<file path="src/design/mpw_pkg.sv">
// ----------------------------------------------------------------------------
// mpw_pkg: shared types and constants of the page-table walker
// Operation codes, register indexes, the stored entry layout and the
// allocator control group.
// ----------------------------------------------------------------------------
`default_nettype none

package mpw_pkg;

  localparam int IDX_W   = 9;   // index bits per level
  localparam int VPN_W   = 45;
  localparam int PPN_W   = 52;
  localparam int CFG_W   = 7;   // widest register
  localparam int ROOT_W  = 6;
  localparam int LVL_W   = 3;

  typedef enum logic [1:0] {
    OP_QUERY = 2'd0,
    OP_MAP   = 2'd1,
    OP_UNMAP = 2'd2,
    OP_NONE  = 2'd3
  } op_t;

  typedef enum logic {
    CFG_ROOT_FRAME = 1'b0,
    CFG_FIRST_FREE = 1'b1
  } cfg_idx_t;

  // Bits 11..1 of an entry are always zero, so only the frame and valid bit
  // are kept.
  typedef struct packed {
    logic [PPN_W-1:0] frame;
    logic             valid;
  } pte_t;

  localparam int ENTRY_W = $bits(pte_t);

  typedef struct packed {
    logic             take;      // hand out the current frame
    logic             load;      // reload from the register write
    logic [CFG_W-1:0] load_val;
  } alloc_ctl_t;

endpackage

`default_nettype wire

</file>
<file path="src/design/mpw_alloc.sv">
// ----------------------------------------------------------------------------
// mpw_alloc: bump allocator for page-table frames
// Holds the next free frame, reloads it on a register write and flags
// exhaustion once it reaches the frame count.
// ----------------------------------------------------------------------------
`default_nettype none

module mpw_alloc
  import mpw_pkg::*;
#(
  parameter int FRAMES = 64,
  parameter int NFW    = 7
) (
  input  wire logic             clk,
  input  wire logic             rst_n,
  input  wire alloc_ctl_t       ctl,
  output logic      [NFW-1:0]   next_frame,
  output logic                  exhausted
);

  logic [NFW-1:0] next_free_r, next_free_nxt;

  always_comb begin
    next_free_nxt = next_free_r;
    if (ctl.load) begin
      next_free_nxt = NFW'(ctl.load_val);
    end else if (ctl.take) begin
      next_free_nxt = next_free_r + NFW'(1);
    end
  end

  always_ff @(posedge clk) begin
    if (!rst_n) begin
      next_free_r <= NFW'(1);
    end else begin
      next_free_r <= next_free_nxt;
    end
  end

  assign next_frame = next_free_r;
  assign exhausted  = (next_free_r >= NFW'(FRAMES));

endmodule

`default_nettype wire

</file>
<file path="config.mk">
export PLATFORM = sky130hd
export DESIGN_NAME = mpw_alloc
export DESIGN_NICKNAME = d
export VERILOG_FILES = /design/src/design/mpw_pkg.sv /design/src/design/mpw_alloc.sv
export SDC_FILE = /design/constraint.sdc
export NUM_CORES = 1
export LEC_CHECK = 0
export ABC_AREA = 1
export BUFFER_PORTS_ARGS = -buffer_cell sky130_fd_sc_hd__buf_2
export CAP_MARGIN = 20
export CORE_AREA = 2 2 39 41
export DETAILED_ROUTE_END_ITERATION = 10
export DIE_AREA = 0 0 41 43
export HOLD_SLACK_MARGIN = 0.1
export MAX_ROUTING_LAYER = met4
export SYNTH_ARGS = -nofsm -noshare
export SYNTH_HDL_FRONTEND = slang
export SYNTH_SLANG_ARGS = --single-unit
</file>
<file path="constraint.sdc">
create_clock -name clk -period 1.3 [get_ports clk]
set_clock_uncertainty 0.05 [all_clocks]
set_input_delay 0.26 -clock clk [delete_from_list [all_inputs] [get_ports clk]]
set_output_delay 0.26 -clock clk [all_outputs]
set_load 0.01 [all_outputs]
</file>
==> metrics.cfg <==
[status]
status=completed

[worst_setup_path]
criticalPathCategory=register to register
setup.worst_path.start_class=register
required_ps=1390
cp-startpoint=next_frame[1]
r2r-start=next_frame[1]
cp-end-kind=register
cp_data_arrival_time_ps=1270
critPathMaxFanout=6

[floorplanning]
ios=19
die_x_um=41
die_area_um2=1760
core_area_um2=1380
chipHeight_um=43
start_util_pct=32.6
row_count=14

[routing]
dr.pass1.iters=4
top_layer=met4
met2_length_um=470
viasPerCell=4.67
ant_nets=0
wl_met1_um=485
wirelength_mm=1.02
wl_met3_um=45
via_count=467
routedWlPerCell_um=10.2
drc_errors=0
first_iter_violations=16

[yosys]
async_flop_share_pct=0
synth_largest_area_cell=dfxtp_1
yosysSeqAreaShare_pct=31.0
synth-edff-count=0
yosysMostFrequentCell=nand2_1
synth_cell_type_count=19
synthSimpleGateAreaFrac_pct=30.2
synth_xor_area_share_pct=1.94
syn_area_um2=452
synth.avg_cell_area_um2=7.06
synthAdderAreaFrac_pct=5.54
synthCells=64
ys_ff_latch=7
synth-compound-area-share_pct=19.7
synthMuxAreaShare_pct=0
synthFlopType=dfxtp_1
ys_top_cells_by_area=dfxtp_1, nand3_1, nand2_1
synth_top_family_by_area=simple AND/OR/NAND/NOR gates
synth_top_area_share_pct=31.0
netlist_top_cells_count=nand2_1, nand3_1, inv_1
yosysWarnings=0
synth.net_count=77

[grt]
grtUsageTotal_pct=14.4
grt_pass1_wl_mm=1.69
grt_max_degree=9
grt_pass1_vias=411
antenna_found_initial=0
grt-ovfl-total=0

[placed_design]
gp_congestion=0.720
dp_hpwl_um=797
post_dp_cell_area_um2=547
io_buffers=18
dp_slack_ps=81.4

[power_and_ir_drop]
p_leak_nw=0.291
power-per-cell-area_nw_per_um2=980
peakVddDrop_v=0.000368
design_power_total_mw=0.564

[sta]
setup_tns_ps=0
drv_slew=0
rsz0062_at_grt=false
finalCritPeriodShare_pct=90.6
slew-limit-headroom_pct=83.9
postLayoutSetupSlackWorst_ps=122
max_slew.worst_pin.slew_ps=241
hold_violations=0
setup_viol=0
max_freq_mhz=849
min_period_ps=1180

[clock_network]
cts_max_path_buffers=2
cts_buffers=3
path_clk_slew_ps=60
clock_sinks=7
cts_max_level=1
clk-insertion-delay-late_ps=250
tritoncts=built
root_buffer=clkbuf_4

[layout]
largest_reg_flops=7
nNetsFinal=98
fin_util_pct=41.6
design_area_um2=576
antenna_cells=0
fillers=157
drive_gt1_share_pct=32.1
syn_to_final_growth_pct=27.4

[hold_path]
hp-start=rst_n
worst_hold_path_type=input port to register

[flow_run]
cap_viol_max_count=0

-- through the flow --
stage	hold WS, ps	cells
global placement	426	96
CTS	169	100
detailed placement	432	96
global route	192	100
floorplan	308	64
finish	166	100
-- cells in the final DEF, fill, tap and decap left out, drive strengths merged --
cell	netlist	routed
a21oi	5	5
a22oi	3	3
buf	1	18
clkbuf	1	4
dfxtp	7	7
ha	2	2
inv	10	10
nand2	11	11
nand3	10	10
nor2	7	7
o21a	1	1
o21ai	3	3
o21bai	2	2
xor2	1	1
-- cell type report --
class / count / area (µm²) / share of cell area (%)
multi-input combinational: 45 / 259 / 45.0
timing repair buffer: 18 / 90.1 / 15.7
inverter: 10 / 37.5 / 6.52
tap: 16 / 20.0 / 3.48
clock buffer: 4 / 26.3 / 4.57
sequential: 7 / 143 / 24.8
-- final timing paths --
path	depth (start not counted)	to	slack (ps)
setup reg to reg	5	next_frame[4]	120
hold / removal	3	next_frame[1]	170
hold reg to reg	2	next_frame[0]	460
setup / recovery	5	next_frame[4]	120
-- kinds of logic after synthesis --
family                   count (synthesis)
buffers and inverters                   12
flip-flops                               7
AO/OA/AOI/OAI                           14
XOR/XNOR                                 1
AND/OR/NAND/NOR                         28
adder cells (fa/ha/maj)                  2
-- metal layers --
metal | up-vias | GRT usage (%)
met3 | 3 | 3.14
met4 | 0 | 8.00
met2 | 14 | 20.3
met1 | 202 | 18.3
met5 | - | -
li1 | 248 | -
-- where the power goes --
group          leakage (nW)  switching (mW)  total, mW  internal, mW
clock network        0.0150          0.0861      0.204         0.118
logic                 0.218          0.0618      0.110        0.0487
registers            0.0582          0.0190      0.250         0.231
total                 0.291           0.167      0.564         0.397
-- what timing repair did --
item / CTS / global route
setup buffers: 0 / 0
gates resized for setup: 0 / 2
setup endpoints to repair: 0 / 2
hold buffers: 0 / 0
-- worst max-delay path, stage by stage, from the launching register on --
cell and delay [ps]:
dfxtp_2 370, ha_1 210, nand2_1 100, o21a_1 190, o21ai_1 90, a21oi_2 70
(Power assumes the default switching activity.)
